<file path="src/rtl/core/gtmp_pkg.sv">
// Shared types and constants for the grid text map parser.
package gtmp_pkg;

    // Size bounds of the map.
    localparam int MAX_COLS = 4096;
    localparam int MAX_ROWS = 4096;

    // Field widths of the result transaction.
    localparam int POS_W = 12;
    localparam int DIM_W = 13;
    localparam int OFF_W = 32;

    // Counters must hold the bound itself and at least fill the size fields.
    localparam int CNT_RAW_W = $clog2(((MAX_COLS > MAX_ROWS) ? MAX_COLS : MAX_ROWS) + 1);
    localparam int CNT_W = (CNT_RAW_W > DIM_W) ? CNT_RAW_W : DIM_W;

    // Characters of the map text.
    localparam logic [7:0] CH_SPACE = 8'h20;
    localparam logic [7:0] CH_HASH  = 8'h23;
    localparam logic [7:0] CH_CR    = 8'h0D;
    localparam logic [7:0] CH_LF    = 8'h0A;

    typedef enum logic [1:0] {
        KIND_OPEN  = 2'd0,
        KIND_DONE  = 2'd1,
        KIND_ERROR = 2'd2
    } kind_t;

    typedef struct packed {
        logic [7:0] char_in;
        logic       end_of_file;
    } item_t;

    typedef struct packed {
        kind_t              kind;
        logic [POS_W-1:0]   row;
        logic [POS_W-1:0]   col;
        logic [DIM_W-1:0]   height;
        logic [DIM_W-1:0]   width;
        logic [OFF_W-1:0]   err_pos;
        logic               err_at_eof;
    } result_t;

endpackage

</file>
<file path="src/rtl/core/gtmp_parse_core.sv">
// Parser state and per-byte next-state and result logic.
module gtmp_parse_core (
    input  logic             clk,
    input  logic             rst_n,
    input  logic             fire,
    input  gtmp_pkg::item_t  item,
    output logic             hit,
    output gtmp_pkg::result_t result
);
    import gtmp_pkg::*;

    logic [CNT_W-1:0] col_count_reg, col_count_next;
    logic [CNT_W-1:0] row_count_reg, row_count_next;
    logic [CNT_W-1:0] first_width_reg, first_width_next;
    logic             width_known_reg, width_known_next;
    logic             cr_pending_reg, cr_pending_next;
    logic             drain_reg, drain_next;
    logic [OFF_W-1:0] byte_offset_reg, byte_offset_next;

    logic             row_open;
    logic             width_bad;
    logic [CNT_W-1:0] eof_width;
    logic [CNT_W-1:0] eof_rows;
    logic             is_cell;

    // Error result builder. A line end closes the row; mismatch is flagged just past the LF.
    function automatic void end_row_error(output result_t r, input logic [OFF_W-1:0] pos,
                                          input logic at_eof);
        r            = '0;
        r.kind       = KIND_ERROR;
        r.err_pos    = pos;
        r.err_at_eof = at_eof;
    endfunction

    always_comb
    begin
        col_count_next   = col_count_reg;
        row_count_next   = row_count_reg;
        first_width_next = first_width_reg;
        width_known_next = width_known_reg;
        cr_pending_next  = cr_pending_reg;
        drain_next       = drain_reg;
        byte_offset_next = byte_offset_reg;
        hit              = 1'b0;
        result           = '0;

        width_bad = width_known_reg && (col_count_reg != first_width_reg);
        row_open  = (row_count_reg == '0) || (col_count_reg != '0);
        eof_width = width_known_reg ? first_width_reg
                                    : (row_open ? col_count_reg : first_width_reg);
        eof_rows  = row_count_reg + {{(CNT_W-1){1'b0}}, row_open};
        is_cell   = (item.char_in == CH_HASH) || (item.char_in == CH_SPACE);

        if (item.end_of_file)
        begin
            // End of file always returns the parser to its reset state.
            if (drain_reg)
            begin
                hit = 1'b0;
            end
            else if (cr_pending_reg || (row_open && width_bad) || (eof_width == '0))
            begin
                hit = 1'b1;
                end_row_error(result, byte_offset_reg, 1'b1);
            end
            else
            begin
                hit           = 1'b1;
                result.kind   = KIND_DONE;
                result.height = eof_rows[DIM_W-1:0];
                result.width  = eof_width[DIM_W-1:0];
            end
            col_count_next   = '0;
            row_count_next   = '0;
            first_width_next = '0;
            width_known_next = 1'b0;
            cr_pending_next  = 1'b0;
            drain_next       = 1'b0;
            byte_offset_next = '0;
        end
        else
        begin
            byte_offset_next = byte_offset_reg + OFF_W'(1);
            if (drain_reg)
            begin
                hit = 1'b0;
            end
            else if ((cr_pending_reg && item.char_in == CH_LF) ||
                     (!cr_pending_reg && item.char_in == CH_LF &&
                      !(col_count_reg == '0 && row_count_reg >= CNT_W'(MAX_ROWS))))
            begin
                cr_pending_next = 1'b0;
                if (width_bad)
                begin
                    hit        = 1'b1;
                    drain_next = 1'b1;
                    end_row_error(result, byte_offset_reg + OFF_W'(1), 1'b0);
                end
                else
                begin
                    if (!width_known_reg)
                    begin
                        first_width_next = col_count_reg;
                        width_known_next = 1'b1;
                    end
                    row_count_next = row_count_reg + CNT_W'(1);
                    col_count_next = '0;
                end
            end
            else if (cr_pending_reg ||
                     (col_count_reg == '0 && row_count_reg >= CNT_W'(MAX_ROWS)) ||
                     (is_cell && col_count_reg >= CNT_W'(MAX_COLS)) ||
                     (!is_cell && item.char_in != CH_CR))
            begin
                // Lone CR, row or column bound, or a byte outside the alphabet.
                hit        = 1'b1;
                drain_next = 1'b1;
                end_row_error(result, byte_offset_reg, 1'b0);
            end
            else if (is_cell)
            begin
                if (item.char_in == CH_SPACE)
                begin
                    hit         = 1'b1;
                    result.kind = KIND_OPEN;
                    result.row  = row_count_reg[POS_W-1:0];
                    result.col  = col_count_reg[POS_W-1:0];
                end
                col_count_next = col_count_reg + CNT_W'(1);
            end
            else
            begin
                cr_pending_next = 1'b1;
            end
        end
    end

    always_ff @(posedge clk or negedge rst_n)
    begin
        if (!rst_n)
        begin
            col_count_reg   <= '0;
            row_count_reg   <= '0;
            first_width_reg <= '0;
            width_known_reg <= 1'b0;
            cr_pending_reg  <= 1'b0;
            drain_reg       <= 1'b0;
            byte_offset_reg <= '0;
        end
        else if (fire)
        begin
            col_count_reg   <= col_count_next;
            row_count_reg   <= row_count_next;
            first_width_reg <= first_width_next;
            width_known_reg <= width_known_next;
            cr_pending_reg  <= cr_pending_next;
            drain_reg       <= drain_next;
            byte_offset_reg <= byte_offset_next;
        end
    end

    // Once an error has been reported, text bytes produce nothing until end of file.
    a_drain_silent: assert property (@(posedge clk) disable iff (!rst_n)
        drain_reg && !item.end_of_file |-> !hit)
        else $error("result produced while draining after an error");

    // End of file leaves the counters and flags cleared.
    a_eof_clears: assert property (@(posedge clk) disable iff (!rst_n)
        fire && item.end_of_file |=> (row_count_reg == '0) && (col_count_reg == '0) &&
                                     !drain_reg && !cr_pending_reg && !width_known_reg)
        else $error("parser state not cleared after end of file");

    // Counters never pass the size bounds.
    a_bounds: assert property (@(posedge clk) disable iff (!rst_n)
        (col_count_reg <= CNT_W'(MAX_COLS)) && (row_count_reg <= CNT_W'(MAX_ROWS)))
        else $error("row or column counter beyond its bound");

endmodule

</file>
<file path="src/rtl/core/gtmp_out_buf.sv">
// Result register between the parser and the downstream receiver.
module gtmp_out_buf (
    input  logic              clk,
    input  logic              rst_n,
    input  logic              load,
    input  logic              hit,
    input  gtmp_pkg::result_t data_in,
    input  logic              stall,
    output logic              ready,
    output logic              valid,
    output gtmp_pkg::result_t data
);
    import gtmp_pkg::*;

    logic    valid_reg, valid_next;
    result_t data_reg;

    // The slot can take a new result when empty or being drained this cycle.
    assign ready = !valid_reg || !stall;

    always_comb
    begin
        if (load)
            valid_next = hit;
        else
            valid_next = valid_reg && stall;
    end

    always_ff @(posedge clk or negedge rst_n)
    begin
        if (!rst_n)
            valid_reg <= 1'b0;
        else
            valid_reg <= valid_next;
    end

    always_ff @(posedge clk)
    begin
        if (load && hit)
            data_reg <= data_in;
    end

    assign valid = valid_reg;
    assign data  = data_reg;

endmodule

</file>
<file path="src/rtl/core/grid_text_map_parser.sv">
// Top level of the grid text map parser: input register, parser core, result register.
//
// Usage: the sender presents one byte of map text (or an end-of-file marker) per
// transaction on the item channel (item_valid, item_stall, item). The parser
// answers on the result channel (result_valid, result_stall, result) with at most
// one result transaction per item: an open cell with its row and column, the
// completed map with its height and width, or a syntax error with its byte offset.
// Items that produce nothing (walls, line ends, bytes dropped after an error)
// simply leave no result.
//
// An accepted item sits in the input register, and the parser logic writes its result
// into the result register once that register can take it. Throughput is one item
// per cycle while the receiver does not stall, as the row, column and offset counters
// for each item are computed combinationally.
//
// Reset clears both valid flags and all parser state; the block is ready at once.
// When the receiver stalls, the result register holds its transaction; the input
// register keeps its item and item_stall rises, so at most one item waits on each side.
module grid_text_map_parser (
    input  logic              clk,
    input  logic              rst_n,
    input  logic              item_valid,
    output logic              item_stall,
    input  gtmp_pkg::item_t   item,
    output logic              result_valid,
    input  logic              result_stall,
    output gtmp_pkg::result_t result
);
    import gtmp_pkg::*;

    logic    in_valid_reg, in_valid_next;
    item_t   in_item_reg;
    logic    accept;
    logic    advance;
    logic    slot_ready;
    logic    core_hit;
    result_t core_result;

    // The held item moves on whenever the result register can take its outcome.
    assign advance    = in_valid_reg && slot_ready;
    assign item_stall = in_valid_reg && !slot_ready;
    assign accept     = item_valid && !item_stall;

    always_comb
    begin
        if (accept)
            in_valid_next = 1'b1;
        else if (advance)
            in_valid_next = 1'b0;
        else
            in_valid_next = in_valid_reg;
    end

    always_ff @(posedge clk or negedge rst_n)
    begin
        if (!rst_n)
            in_valid_reg <= 1'b0;
        else
            in_valid_reg <= in_valid_next;
    end

    always_ff @(posedge clk)
    begin
        if (accept)
            in_item_reg <= item;
    end

    gtmp_parse_core u_core (
        .clk    (clk),
        .rst_n  (rst_n),
        .fire   (advance),
        .item   (in_item_reg),
        .hit    (core_hit),
        .result (core_result)
    );

    gtmp_out_buf u_out (
        .clk     (clk),
        .rst_n   (rst_n),
        .load    (advance),
        .hit     (core_hit),
        .data_in (core_result),
        .stall   (result_stall),
        .ready   (slot_ready),
        .valid   (result_valid),
        .data    (result)
    );

    // Backpressure reaches the sender only while an item is actually held.
    a_stall_needs_item: assert property (@(posedge clk) disable iff (!rst_n)
        item_stall |-> in_valid_reg)
        else $error("item_stall raised with an empty input register");

    // A held item that is not advancing must still be held next cycle.
    a_item_kept: assert property (@(posedge clk) disable iff (!rst_n)
        in_valid_reg && !advance |=> in_valid_reg && $stable(in_item_reg))
        else $error("stalled input item lost or changed");

endmodule

</file>
<file path="config.mk">
export PLATFORM = sky130hd
export DESIGN_NAME = grid_text_map_parser
export DESIGN_NICKNAME = d
export VERILOG_FILES = /design/src/rtl/core/gtmp_pkg.sv /design/src/rtl/core/gtmp_parse_core.sv /design/src/rtl/core/gtmp_out_buf.sv /design/src/rtl/core/grid_text_map_parser.sv
export SDC_FILE = /design/constraint.sdc
export NUM_CORES = 1
export LEC_CHECK = 0
export ABC_AREA = 1
export BUFFER_PORTS_ARGS = -buffer_cell sky130_fd_sc_hd__buf_4
export CORE_AREA = 8 8 111 190
export DETAILED_ROUTE_END_ITERATION = 6
export DIE_AREA = 0 0 119 198
export PLACE_DENSITY_LB_ADDON = 0.1
export SYNTH_ARGS = -nofsm -noshare
export SYNTH_HDL_FRONTEND = slang
export SYNTH_SLANG_ARGS = --single-unit
export TNS_END_PERCENT = 1
</file>
<file path="constraint.sdc">
create_clock -name clk -period 4.52 [get_ports clk]
set_input_delay 0.452 -clock clk [delete_from_list [all_inputs] [get_ports clk]]
set_output_delay 0.452 -clock clk [all_outputs]
set_load 0.03 [all_outputs]
</file>
== Word-level counts from Yosys, hierarchy flattened ==
Cells that the tools add are included.
Storage, ports and cells
  bits in registers: 170
  input bits: 13
  output and inout bits: 87
  word-level logic and storage cells: 129
Operators by class
  add/subtract/negate cells: 4
  magnitude comparators: 2
  equality and inequality tests: 11
  multiplexer cells: 54
  reduce and logical (&&, ||, !) cells: 40
Operators by type and width (number)
  two-way mux 85 bit: 5
  two-way mux 13 bit: 17
  two-way mux 26 bit: 3
  two-way mux 33 bit: 2
  logical NOT 13 bit: 3
  adder 32 x 1 -> 32 bit, second input constant: 1
  two-way mux 32 bit: 1
  adder 13 x 1 -> 13 bit, second input constant: 2
  greater-or-equal comparator 13 bit, second input constant: 2
  two-way mux 1 bit: 24
  two-way mux 24 bit: 1
  == test 8 x 6 -> 1 bit, second input constant: 2
  adder 13 x 1 -> 13 bit: 1
  logical AND 1 bit: 13
  inequality test 13 bit: 1
  nonzero test 13 bit: 1
  AND reduction 5 bit: 2
  logical OR 1 bit: 9
  == test 8 x 4 -> 1 bit, second input constant: 1
  inequality test 8 x 4 -> 1 bit, second input constant: 1
  AND reduction 4 bit: 2
  logical NOT 1 bit: 7
  inequality test 2 bit, second input constant: 3
  inequality test 3 bit, second input constant: 2
  other kinds (4): 5

== Logic depth before layout (Yosys ltp) ==
Gate-level depths: netlist of the first run.
  depth after elaboration: 10
  mapped depth: 19
  depth with buffers taken out: 17

== Modules after synthesis ==
From an unflattened synthesis of the first run, not the netlist that was laid out.
Unflattened totals
  cell total of the unflattened synthesis: 1052
  area total of the unflattened synthesis: 9351.5 µm²
Modules (own cells, without submodules)
  gtmp_parse_core: instances 1, cells each 942, area an instance 6414.9 µm², sequential area each 1851.8 µm²
  gtmp_out_buf: instances 1, cells each 92, area an instance 2601.2 µm², sequential area each 2577.5 µm²
  grid_text_map_parser: instances 1, cells each 18, area an instance 335.3 µm², sequential area each 295.3 µm²

== Worst setup path after synthesis of the first run ==
OpenSTA, ideal clock, no wires.
  path type: register -> register
  from: reg u_core.col_count_reg[0]
  to: reg u_out.data_reg (netlist bit u_out.data[0]), enable pin
  setup time: 439 ps
  arrival: 3297 ps
  required time: 4081 ps
  slack: 784 ps
  cell stages (with the launch flop): 15
  buffers on the path: 0
  clock period less this slack: 3736 ps
  path through: dfrtp_1 > inv_1 > ha_1 > nand2_2 > nor2_2 > nand2_2 > nor2_4 > nand3_1 > nand2_2 > inv_2 > nand2_1 > nand3_1 > nand2_1 > nand2_1 > inv_1
Between the ends
  longest elaborated chain between the ends: 10
  elaborated cells between the ends (all ways): 18
  classes of those cells: order compare (1); eq/ne (1); mux (5); reduce/logical (11)
Ends and longest elaborated chain
  from (decl): RTL line gtmp_parse_core.sv:12  | logic [CNT_W-1:0] col_count_reg, col_count_next;
  from (signal assigned): RTL line gtmp_parse_core.sv:152  | col_count_reg <= col_count_next;
  parallel branches: the longest is 6 deep, another holds greater-or-equal comparator 13 bit
  two-way mux 1 bit *: RTL line gtmp_parse_core.sv:88  | else if ((cr_pending_reg && item.char_in == CH_LF) ||
  two-way mux 1 bit *: RTL line gtmp_parse_core.sv:84  | if (drain_reg)
  two-way mux 1 bit *: RTL line gtmp_parse_core.sv:54  | if (item.end_of_file)
  logical AND 1 bit *: RTL line gtmp_out_buf.sv:39  | if (load && hit)
  to (signal assigned): RTL line gtmp_out_buf.sv:40  | data_reg <= data_in;
  to (decl): RTL line gtmp_out_buf.sv:16  | result_t data_reg;
Mark *: on every way between the ends.
A chain may end at the register's enable or synchronous reset.

== Final worst setup path of the first run ==
  from: reg u_core.col_count_reg[0]
  to: reg u_out.data_reg (netlist bit u_out.data[62]), enable pin
The elaborated chain is that of the path after synthesis.

==> results of run 1 <==
[critical path: stages, from the launching register on]
cell,delay (ps)
sky130_fd_sc_hd__dfrtp_1,470
sky130_fd_sc_hd__inv_1,110
sky130_fd_sc_hd__ha_1,260
sky130_fd_sc_hd__nand2_2,100
sky130_fd_sc_hd__nor2_2,40
sky130_fd_sc_hd__nand2_2,80
sky130_fd_sc_hd__nor2_4,50
sky130_fd_sc_hd__nand3_1,90
sky130_fd_sc_hd__nand2_2,80
sky130_fd_sc_hd__inv_2,330
sky130_fd_sc_hd__nand2_1,190
sky130_fd_sc_hd__nand3_1,120
sky130_fd_sc_hd__nand2_1,60
sky130_fd_sc_hd__nand2_1,100
sky130_fd_sc_hd__clkinv_2,390
sky130_fd_sc_hd__buf_4,380
[final cells by class]
type / count / area share
clock buffer: 20 / 0.0420
multi-input combinational: 698 / 0.350
inverter: 122 / 0.0437
sequential: 170 / 0.444
timing repair buffer: 109 / 0.0781
tap: 238 / 0.0280
clock inverter: 12 / 0.0140
[metrics by stage]
| step | utilization | cell area [µm²] | total power [W] | instances | setup slack, ps |
|---|---|---|---|---|---|
| floorplan | - | 9250 | 0.00276 | 1039 | 784 |
| global route | 0.578 | 10600 | 0.00481 | 1369 | 1090 |
| finish | 0.578 | 10600 | 0.00463 | 1369 | 1380 |
| detailed placement | 0.545 | 10000 | 0.00320 | 1337 | 1370 |
| CTS | 0.578 | 10600 | 0.00468 | 1369 | 1360 |
| global placement | 0.545 | 10000 | 0.00319 | 1337 | 1440 |
[worst max-delay path by stage]
stage,from,end,depth (start not counted)
after detailed placement,in_item_reg[5]$_DFFE_PP_,u_out.data[33]$_SDFFCE_PP0P_,12
after global routing,in_item_reg[3]$_DFFE_PP_,u_out.data[35]$_SDFFCE_PP0P_,12
after global placement,in_item_reg[3]$_DFFE_PP_,u_out.data[33]$_SDFFCE_PP0P_,12
after floorplan,u_core.col_count_reg[0]$_DFFE_PN0P_,u_out.data[0]$_SDFFCE_PP0P_,14
final,u_core.col_count_reg[0]$_DFFE_PN0P_,u_out.data[62]$_SDFFCE_PP0P_,15
after CTS,u_core.col_count_reg[0]$_DFFE_PN0P_,u_out.data[36]$_SDFFCE_PP0P_,15
[power by group]
part           internal (W)  leakage (nW)  switching, W
sequential          0.00191          1.96     0.0000815
clock              0.000880         0.273      0.000610
combinational      0.000312          2.21      0.000845
total               0.00310          4.44       0.00154
[cell usage after synthesis]
cell / count / area (µm²)
sky130_fd_sc_hd__nand3b_1: 3 / 22.5
sky130_fd_sc_hd__inv_2: 5 / 18.8
sky130_fd_sc_hd__clkbuf_1: 16 / 60.1
sky130_fd_sc_hd__nor2_4: 2 / 22.5
sky130_fd_sc_hd__clkinv_1: 2 / 7.51
sky130_fd_sc_hd__nand4_1: 26 / 163
sky130_fd_sc_hd__nor4_1: 10 / 62.6
sky130_fd_sc_hd__o21ai_0: 48 / 240
sky130_fd_sc_hd__nor2_2: 4 / 25.0
sky130_fd_sc_hd__o22ai_1: 31 / 194
sky130_fd_sc_hd__nand2_2: 6 / 37.5
sky130_fd_sc_hd__xnor2_1: 7 / 61.3
sky130_fd_sc_hd__nand2_8: 1 / 20.0
sky130_fd_sc_hd__a21oi_1: 5 / 25.0
sky130_fd_sc_hd__dfrtp_1: 76 / 1900
sky130_fd_sc_hd__clkinv_2: 1 / 5.00
sky130_fd_sc_hd__xor2_1: 56 / 490
sky130_fd_sc_hd__buf_1: 3 / 11.3
sky130_fd_sc_hd__nand2_4: 2 / 22.5
sky130_fd_sc_hd__nand4_2: 1 / 12.5
sky130_fd_sc_hd__clkinv_4: 1 / 8.76
sky130_fd_sc_hd__or2_2: 3 / 18.8
sky130_fd_sc_hd__buf_4: 1 / 7.51
sky130_fd_sc_hd__nand2_1: 233 / 875
sky130_fd_sc_hd__ha_1: 7 / 87.6
sky130_fd_sc_hd__nor3_2: 1 / 10.0
sky130_fd_sc_hd__buf_12: 4 / 80.1
sky130_fd_sc_hd__o21ai_1: 4 / 20.0
sky130_fd_sc_hd__inv_1: 113 / 424
sky130_fd_sc_hd__a22oi_1: 1 / 7.51
sky130_fd_sc_hd__edfxtp_1: 94 / 2820
sky130_fd_sc_hd__o21ai_2: 2 / 17.5
sky130_fd_sc_hd__buf_6: 9 / 101
sky130_fd_sc_hd__buf_2: 16 / 80.1
sky130_fd_sc_hd__nor4b_1: 1 / 8.76
sky130_fd_sc_hd__nand3_2: 31 / 310
sky130_fd_sc_hd__nand3_1: 78 / 390
sky130_fd_sc_hd__o31ai_1: 7 / 52.6
sky130_fd_sc_hd__nor2_1: 95 / 357
sky130_fd_sc_hd__nor3_1: 33 / 165
[logic make-up (layout without fill, tap and decap cells)]
kind of cell / Yosys count / after routing
xor gates and xnor gates: 63 / 63
buffers and inverters: 171 / 263
DFF: 170 / 170
and+or+nand+nor: 530 / 530
AOI/OAI and AO/OA: 98 / 98
adders and majority gates: 7 / 7
[layout by cell type, fill, tap and decap left out, types with 4 or more instances in the layout]
cell type / instances
sky130_fd_sc_hd__o21ai_0: 47
sky130_fd_sc_hd__nand2_2: 6
sky130_fd_sc_hd__buf_4: 108
sky130_fd_sc_hd__o31ai_1: 7
sky130_fd_sc_hd__clkinv_1: 4
sky130_fd_sc_hd__nand4_1: 26
sky130_fd_sc_hd__inv_2: 5
sky130_fd_sc_hd__dfrtp_1: 76
sky130_fd_sc_hd__edfxtp_1: 94
sky130_fd_sc_hd__ha_1: 7
sky130_fd_sc_hd__nor3_1: 33
sky130_fd_sc_hd__clkinvlp_4: 5
sky130_fd_sc_hd__o22ai_1: 31
sky130_fd_sc_hd__nand2_1: 233
sky130_fd_sc_hd__nor2_2: 4
sky130_fd_sc_hd__nand3_1: 78
sky130_fd_sc_hd__xnor2_1: 7
sky130_fd_sc_hd__nand3_2: 31
sky130_fd_sc_hd__a21oi_1: 5
sky130_fd_sc_hd__inv_1: 112
sky130_fd_sc_hd__clkbuf_16: 17
sky130_fd_sc_hd__o21ai_1: 5
sky130_fd_sc_hd__nor2_1: 94
sky130_fd_sc_hd__xor2_1: 56
sky130_fd_sc_hd__nor4_1: 10
[routing by layer]
layer,vias up,wire length [µm]
li1,3606,-
met1,3653,8920
met2,237,14300
met3,61,1030
met4,0,1080
met5,-,0
==> run_summary.xml, run 1 <==
<?xml version="1.0" encoding="UTF-8"?>
<metrics>
  <group name="outcome">
    <metric name="status" unit="">finished, final reports clean</metric>
  </group>
  <group name="sta">
    <metric name="fmax" unit="MHz">318</metric>
    <metric name="timing.hold.ws" unit="ps">92.8</metric>
    <metric name="report.final.slew_viol_count" unit="">0</metric>
    <metric name="report.final.hold_viol_count" unit="">0</metric>
    <metric name="setup_repair_after_global_routing_missed_its_margin" unit="">no</metric>
    <metric name="timing_worst_slew_pin_value" unit="ps">1120</metric>
    <metric name="final.setup_skew" unit="ps">13.5</metric>
    <metric name="setup_viol" unit="">0</metric>
    <metric name="fin_crit_sh" unit="">0.695</metric>
    <metric name="setup-tns-final" unit="ps">0</metric>
    <metric name="finalCriticalPeriod" unit="ps">3140</metric>
    <metric name="worst_slew_margin_rel" unit="">0.253</metric>
  </group>
  <group name="yosys">
    <metric name="synth_adder_area_share" unit="">0.00947</metric>
    <metric name="synth_compound_gate_area_share" unit="">0.0602</metric>
    <metric name="synth_simple_gate_area_frac" unit="">0.273</metric>
    <metric name="yosysUniqueCellTypes" unit="">40</metric>
    <metric name="synthXorXnorAreaFrac" unit="">0.0597</metric>
    <metric name="ys.warnings.count" unit="">0</metric>
    <metric name="ys_seq_elements" unit="">170</metric>
    <metric name="synth-seq-area-share" unit="">0.511</metric>
    <metric name="synth_top_family_by_area" unit="">simple AND/OR/NAND/NOR gates</metric>
    <metric name="syn_inst" unit="">1039</metric>
    <metric name="synth.avg_cell_area" unit="µm²">8.90</metric>
    <metric name="synth_mux_area_frac" unit="">0</metric>
    <metric name="mappedNetlistArea" unit="µm²">9250</metric>
    <metric name="syn-num-nets" unit="">1059</metric>
  </group>
  <group name="clocking">
    <metric name="clock_latency" unit="ps">430</metric>
    <metric name="clkSlewWorstSetupHoldPaths" unit="ps">70</metric>
    <metric name="cts.sink_count" unit="">170</metric>
    <metric name="cts_max_path_buffers" unit="">2</metric>
    <metric name="cts_tree" unit="">done</metric>
    <metric name="post-cts-setup-buffers" unit="">0</metric>
    <metric name="hold_buffers" unit="">0</metric>
    <metric name="cts_made_buffers" unit="">17</metric>
    <metric name="clock_root_buffer" unit="">sky130_fd_sc_hd__clkbuf_16</metric>
    <metric name="cts_max_level" unit="">4</metric>
    <metric name="post_cts_resized" unit="">0</metric>
  </group>
  <group name="grt">
    <metric name="globalRoute.busiestLayer" unit="">met2</metric>
    <metric name="global_route.usage.met3" unit="">0.0394</metric>
    <metric name="grt_antenna_before_repair" unit="">0</metric>
    <metric name="use_met1" unit="">0.211</metric>
    <metric name="grt_max_degree" unit="">52</metric>
    <metric name="met2_usage" unit="">0.427</metric>
    <metric name="grt_pass1_wl" unit="mm">40.5</metric>
    <metric name="grt_util_all_layers" unit="">0.220</metric>
    <metric name="grt_overflow" unit="">0</metric>
    <metric name="first_global_vias" unit="">7856</metric>
  </group>
  <group name="setup_path">
    <metric name="worst_ep_arrival_time" unit="ps">3310</metric>
    <metric name="worst_r2r_src" unit="">u_core.col_count_reg[0]$_DFFE_PN0P_</metric>
    <metric name="timing.rr.end" unit="">u_out.data[62]$_SDFFCE_PP0P_</metric>
    <metric name="ff2ff_setup_slack" unit="ps">1380</metric>
    <metric name="reg2reg_depth" unit="">15</metric>
    <metric name="timing.critical_path.fanout_max" unit="">23</metric>
    <metric name="worstSetupEndpointType" unit="">flip-flop</metric>
    <metric name="critical_path_class" unit="">reg -&gt; reg</metric>
    <metric name="startpoint_type" unit="">flip-flop</metric>
    <metric name="required" unit="ps">4690</metric>
  </group>
  <group name="route">
    <metric name="drt-total-wl" unit="mm">25.3</metric>
    <metric name="drtPass1Iterations" unit="">6</metric>
    <metric name="via_per_inst" unit="">5.52</metric>
    <metric name="postRouteAntennaNets" unit="">0</metric>
    <metric name="drt_iter0_markers" unit="">386</metric>
    <metric name="wire_per_inst" unit="µm">18.5</metric>
    <metric name="drc" unit="">0</metric>
    <metric name="vias" unit="">7557</metric>
  </group>
  <group name="floorplan">
    <metric name="die_h" unit="µm">198</metric>
    <metric name="die_w" unit="µm">119</metric>
    <metric name="die_area" unit="µm²">23600</metric>
    <metric name="start_util" unit="">0.502</metric>
    <metric name="core_area" unit="µm²">18400</metric>
    <metric name="placement_rows" unit="">66</metric>
    <metric name="ioPinCount" unit="">100</metric>
  </group>
  <group name="min_path">
    <metric name="timing.hold.worst.class" unit="">in -&gt; async</metric>
  </group>
  <group name="final_layout">
    <metric name="layout.area.seq" unit="µm²">4720</metric>
    <metric name="combined_area_of_the_multi_input_logic_cells" unit="µm²">3730</metric>
    <metric name="largest_register_ff_count" unit="">85</metric>
    <metric name="layout-drive-gt1-share" unit="">0.176</metric>
    <metric name="num-nets-final" unit="">1138</metric>
    <metric name="n_antenna_cell" unit="">0</metric>
    <metric name="synthToLayoutAreaGrowth" unit="%">15.1</metric>
    <metric name="nFillCells" unit="">1701</metric>
  </group>
  <group name="place">
    <metric name="gpl.final_weighted_congestion" unit="">0.958</metric>
    <metric name="hpwl" unit="mm">18.4</metric>
    <metric name="number_of_i_o_port_buffers" unit="">99</metric>
  </group>
  <group name="power">
    <metric name="leakage" unit="nW">4.44</metric>
    <metric name="worst_ir_drop_vdd" unit="V">0.000207</metric>
    <metric name="powerDensity" unit="nW/µm²">436</metric>
  </group>
  <group name="job">
    <metric name="cap_violations" unit="">0</metric>
  </group>
</metrics>
Power figures use the tool's default switching activity.
==> run 2: changes to the inputs <==
ABC_AREA = 0   (was 1)
CORE_AREA = 8 8 109 186   (was 8 8 111 190)
DIE_AREA = 0 0 117 194   (was 0 0 119 198)
clock period = 3.1 ns   (was 4.52 ns; I/O delays follow)
==> run 2 against run 1 <==
Compared with the run above:
- synthesized area decreased by 3.8%
- cell count is 7.5% lower
- sequential power grew 36%
- fmax rose by 6.2%
- register-to-register slack worse by 1200 ps
- combinational power increased by 30%
- sequential share of layout area decreased by 0.66 points
- hold slack got worse by 42 ps
- utilization is 3.1 points higher
- largest power group unchanged
- total power is 37% higher
- critical path type unchanged
- clock skew down 0.79 ps
- first-iteration DRC count down 6.5%
==> run_summary.xml, run 2 <==
<?xml version="1.0" encoding="UTF-8"?>
<metrics>
  <group name="route">
    <metric name="via_per_inst" unit="">5.66</metric>
    <metric name="drt-total-wl" unit="mm">23.6</metric>
    <metric name="drt_iter0_markers" unit="">361</metric>
    <metric name="postRouteAntennaNets" unit="">0</metric>
    <metric name="vias" unit="">7169</metric>
    <metric name="drc" unit="">0</metric>
    <metric name="wire_per_inst" unit="µm">18.6</metric>
    <metric name="drtPass1Iterations" unit="">5</metric>
  </group>
  <group name="floorplan">
    <metric name="die_area" unit="µm²">22700</metric>
    <metric name="core_area" unit="µm²">17700</metric>
    <metric name="ioPinCount" unit="">100</metric>
    <metric name="die_h" unit="µm">194</metric>
    <metric name="start_util" unit="">0.502</metric>
    <metric name="die_w" unit="µm">117</metric>
    <metric name="placement_rows" unit="">65</metric>
  </group>
  <group name="sta">
    <metric name="final.setup_skew" unit="ps">12.7</metric>
    <metric name="fin_crit_sh" unit="">0.954</metric>
    <metric name="report.final.slew_viol_count" unit="">0</metric>
    <metric name="fmax" unit="MHz">338</metric>
    <metric name="setup_viol" unit="">0</metric>
    <metric name="setup_repair_after_global_routing_missed_its_margin" unit="">no</metric>
    <metric name="worst_slew_margin_rel" unit="">0.283</metric>
    <metric name="timing_worst_slew_pin_value" unit="ps">1080</metric>
    <metric name="finalCriticalPeriod" unit="ps">2960</metric>
    <metric name="report.final.hold_viol_count" unit="">0</metric>
    <metric name="timing.hold.ws" unit="ps">50.9</metric>
  </group>
  <group name="setup_path">
    <metric name="timing.critical_path.slowest_cell_delay" unit="ps">480</metric>
    <metric name="worst_ep_arrival_time" unit="ps">3140</metric>
    <metric name="crit_family" unit="">simple AND/OR/NAND/NOR gates</metric>
    <metric name="worstSetupEndpointType" unit="">flip-flop</metric>
    <metric name="required" unit="ps">3290</metric>
    <metric name="ff2ff_setup_slack" unit="ps">140</metric>
    <metric name="critPathSlowestCell" unit="">sky130_fd_sc_hd__or4b_1</metric>
    <metric name="crit_path_cell_trace" unit="">inv_1 -&gt; ha_1 -&gt; or4b_1 -&gt; or3_1 -&gt; and2_4 -&gt; or3_4 -&gt; nand4b_1 -&gt; buf_4 -&gt; nor2_1</metric>
    <metric name="startpoint_type" unit="">flip-flop</metric>
    <metric name="timing.critical_path.fanout_max" unit="">11</metric>
    <metric name="critical_path_class" unit="">reg -&gt; reg</metric>
    <metric name="critical_path_buf_inv_count" unit="">2</metric>
  </group>
  <group name="final_layout">
    <metric name="final_core_utilization" unit="">0.609</metric>
    <metric name="mostFrequentLayoutCell" unit="">sky130_fd_sc_hd__buf_4</metric>
    <metric name="synthToLayoutAreaGrowth" unit="%">21.4</metric>
    <metric name="n_antenna_cell" unit="">0</metric>
    <metric name="non_filler_cells_in_the_finished_layout" unit="">1267</metric>
    <metric name="largest_register_ff_count" unit="">85</metric>
    <metric name="layout-drive-gt1-share" unit="">0.221</metric>
    <metric name="nFillCells" unit="">1566</metric>
    <metric name="most-common-layout-cells" unit="">159 x sky130_fd_sc_hd__buf_4, 97 x sky130_fd_sc_hd__nand2_1, 94 x sky130_fd_sc_hd__edfxtp_1</metric>
    <metric name="num-nets-final" unit="">1040</metric>
    <metric name="finalInstanceArea" unit="µm²">10800</metric>
  </group>
  <group name="yosys">
    <metric name="synth_async_sr_flop_share" unit="">0.447</metric>
    <metric name="yosys-top-cells-count" unit="">99 x sky130_fd_sc_hd__nand2_1, 94 x sky130_fd_sc_hd__edfxtp_1, 86 x sky130_fd_sc_hd__o21ai_0</metric>
    <metric name="synth_most_common_cell" unit="">sky130_fd_sc_hd__nand2_1</metric>
    <metric name="yosysTopAreaCell" unit="">sky130_fd_sc_hd__edfxtp_1</metric>
    <metric name="syn-num-nets" unit="">931</metric>
    <metric name="synth-edff-count" unit="">94</metric>
    <metric name="synth_largest_type_area_fraction" unit="">0.317</metric>
    <metric name="mappedNetlistArea" unit="µm²">8890</metric>
    <metric name="ys_seq_elements" unit="">170</metric>
    <metric name="ys.warnings.count" unit="">0</metric>
    <metric name="yosysUniqueCellTypes" unit="">60</metric>
    <metric name="ys.flop_type" unit="">sky130_fd_sc_hd__edfxtp_1</metric>
    <metric name="syn_inst" unit="">911</metric>
    <metric name="synth-seq-area-share" unit="">0.531</metric>
    <metric name="post_synth_main_area_contributors" unit="">sky130_fd_sc_hd__edfxtp_1 32%, sky130_fd_sc_hd__dfrtp_1 21%, sky130_fd_sc_hd__o21ai_0 4.8%</metric>
    <metric name="synth.avg_cell_area" unit="µm²">9.76</metric>
  </group>
  <group name="clocking">
    <metric name="clock_root_buffer" unit="">sky130_fd_sc_hd__clkbuf_16</metric>
    <metric name="clock_latency" unit="ps">440</metric>
    <metric name="cts.sink_count" unit="">170</metric>
    <metric name="cts_tree" unit="">done</metric>
    <metric name="clkSlewWorstSetupHoldPaths" unit="ps">70</metric>
    <metric name="hold_buffers" unit="">0</metric>
    <metric name="cts_max_path_buffers" unit="">2</metric>
    <metric name="cts_max_level" unit="">4</metric>
    <metric name="post_cts_resized" unit="">0</metric>
    <metric name="cts_made_buffers" unit="">17</metric>
    <metric name="post-cts-setup-buffers" unit="">0</metric>
  </group>
  <group name="min_path">
    <metric name="timing.hold.worst.class" unit="">in -&gt; async</metric>
  </group>
  <group name="grt">
    <metric name="grt_util_all_layers" unit="">0.216</metric>
    <metric name="grt_overflow" unit="">0</metric>
    <metric name="first_global_vias" unit="">7064</metric>
    <metric name="grt_pass1_wl" unit="mm">37.3</metric>
    <metric name="grt_max_degree" unit="">77</metric>
    <metric name="grt_antenna_before_repair" unit="">0</metric>
  </group>
  <group name="place">
    <metric name="number_of_i_o_port_buffers" unit="">99</metric>
    <metric name="hpwl" unit="mm">17.0</metric>
    <metric name="number_of_instances_in_the_placed_design" unit="">1235</metric>
    <metric name="gpl.final_weighted_congestion" unit="">0.879</metric>
    <metric name="dpl_cell_area" unit="µm²">10200</metric>
  </group>
  <group name="job">
    <metric name="cap_violations" unit="">0</metric>
  </group>
  <group name="power">
    <metric name="worst_ir_drop_vdd" unit="V">0.000399</metric>
    <metric name="powerDensity" unit="nW/µm²">587</metric>
    <metric name="leakage" unit="nW">4.28</metric>
  </group>
  <group name="outcome">
    <metric name="status" unit="">finished, final reports clean</metric>
  </group>
</metrics>
run 2: changes by cell type in the layout (fill, tap and decap cells not counted), sizes merged, moves of 26 or more:
cell | previous run | this run
nand2 | 242 | 99
inv | 117 | 23
nand3 | 109 | 30
buf | 109 | 161
xor2 | 56 | 6
a21oi | 5 | 53
o21ai | 54 | 92
and2 | 0 | 33
o22ai | 31 | 0
nor2 | 101 | 71
mux2i | 0 | 26
run 2: cell type report:
type,instances,area (µm²),share of cell area
clock inverter,14,159,0.0147
clock buffer,18,429,0.0397
inverter,18,67.6,0.00626
timing repair buffer,161,1230,0.114
sequential,170,4720,0.437
multi-input combinational,652,3890,0.361
tap,234,293,0.0271
run 2: worst paths after layout:
kind	start	end	depth (start not counted)
setup / recovery	u_core.row_count_reg[0]$_DFFE_PN0P_	u_out.data[58]$_SDFFCE_PP0P_	9
hold / removal	rst_n	u_core.byte_offset_reg[11]$_DFFE_PN0P_	1
setup reg to reg	u_core.row_count_reg[0]$_DFFE_PN0P_	u_out.data[58]$_SDFFCE_PP0P_	9
hold reg to reg	u_core.byte_offset_reg[31]$_DFFE_PN0P_	u_core.byte_offset_reg[31]$_DFFE_PN0P_	2
max in group asynchronous	rst_n	u_core.byte_offset_reg[25]$_DFFE_PN0P_	1
min in group clk	item[8]	in_item_reg[8]$_DFFE_PP_	1
run 2: metrics by stage:
stage,TNS [ps],total power (W),setup slack [ps]
after detailed placement,0,0.00425,126
after global routing,0,0.00660,30.3
after CTS,0,0.00639,82.3
final,0,0.00634,141
after floorplan,-69360,0.00369,-816
after global placement,0,0.00424,129
run 2: cell families after synthesis:
group,count (synthesis),synth area share
buffers and inverters,89,0.0408
muxes,28,0.0318
DFF,170,0.531
AOI/OAI and AO/OA,212,0.144
adders and majority gates,7,0.00985
and+or+nand+nor,380,0.218
xor gates and xnor gates,25,0.0246
run 2: power by group:
part	internal, W	leakage [nW]	switching [W]
Combinational	0.000528	2.07	0.000980
Sequential	0.00259	1.92	0.000110
Clock	0.00120	0.283	0.000931
Total	0.00432	4.28	0.00202
run 2: layer usage:
layer / vias up / share of wire / wire length (µm) / track usage
met3: 58 / 0.048 / 1130 / 0.0412
met1: 3389 / 0.37 / 8630 / 0.225
met4: 0 / 0.042 / 999 / 0.112
li1: 3508 / - / - / -
met5: - / 0 / 0 / 0
met2: 214 / 0.54 / 12900 / 0.391
run 2: worst register-to-register path, cell delays in order (launching register included):
cell and delay, ps:
sky130_fd_sc_hd__dfrtp_1 380, sky130_fd_sc_hd__inv_1 60, sky130_fd_sc_hd__ha_1 120, sky130_fd_sc_hd__or4b_1 480, sky130_fd_sc_hd__or3_1 410, sky130_fd_sc_hd__and2_4 210
sky130_fd_sc_hd__or3_4 390, sky130_fd_sc_hd__nand4b_1 320, sky130_fd_sc_hd__buf_4 260, sky130_fd_sc_hd__nor2_1 80
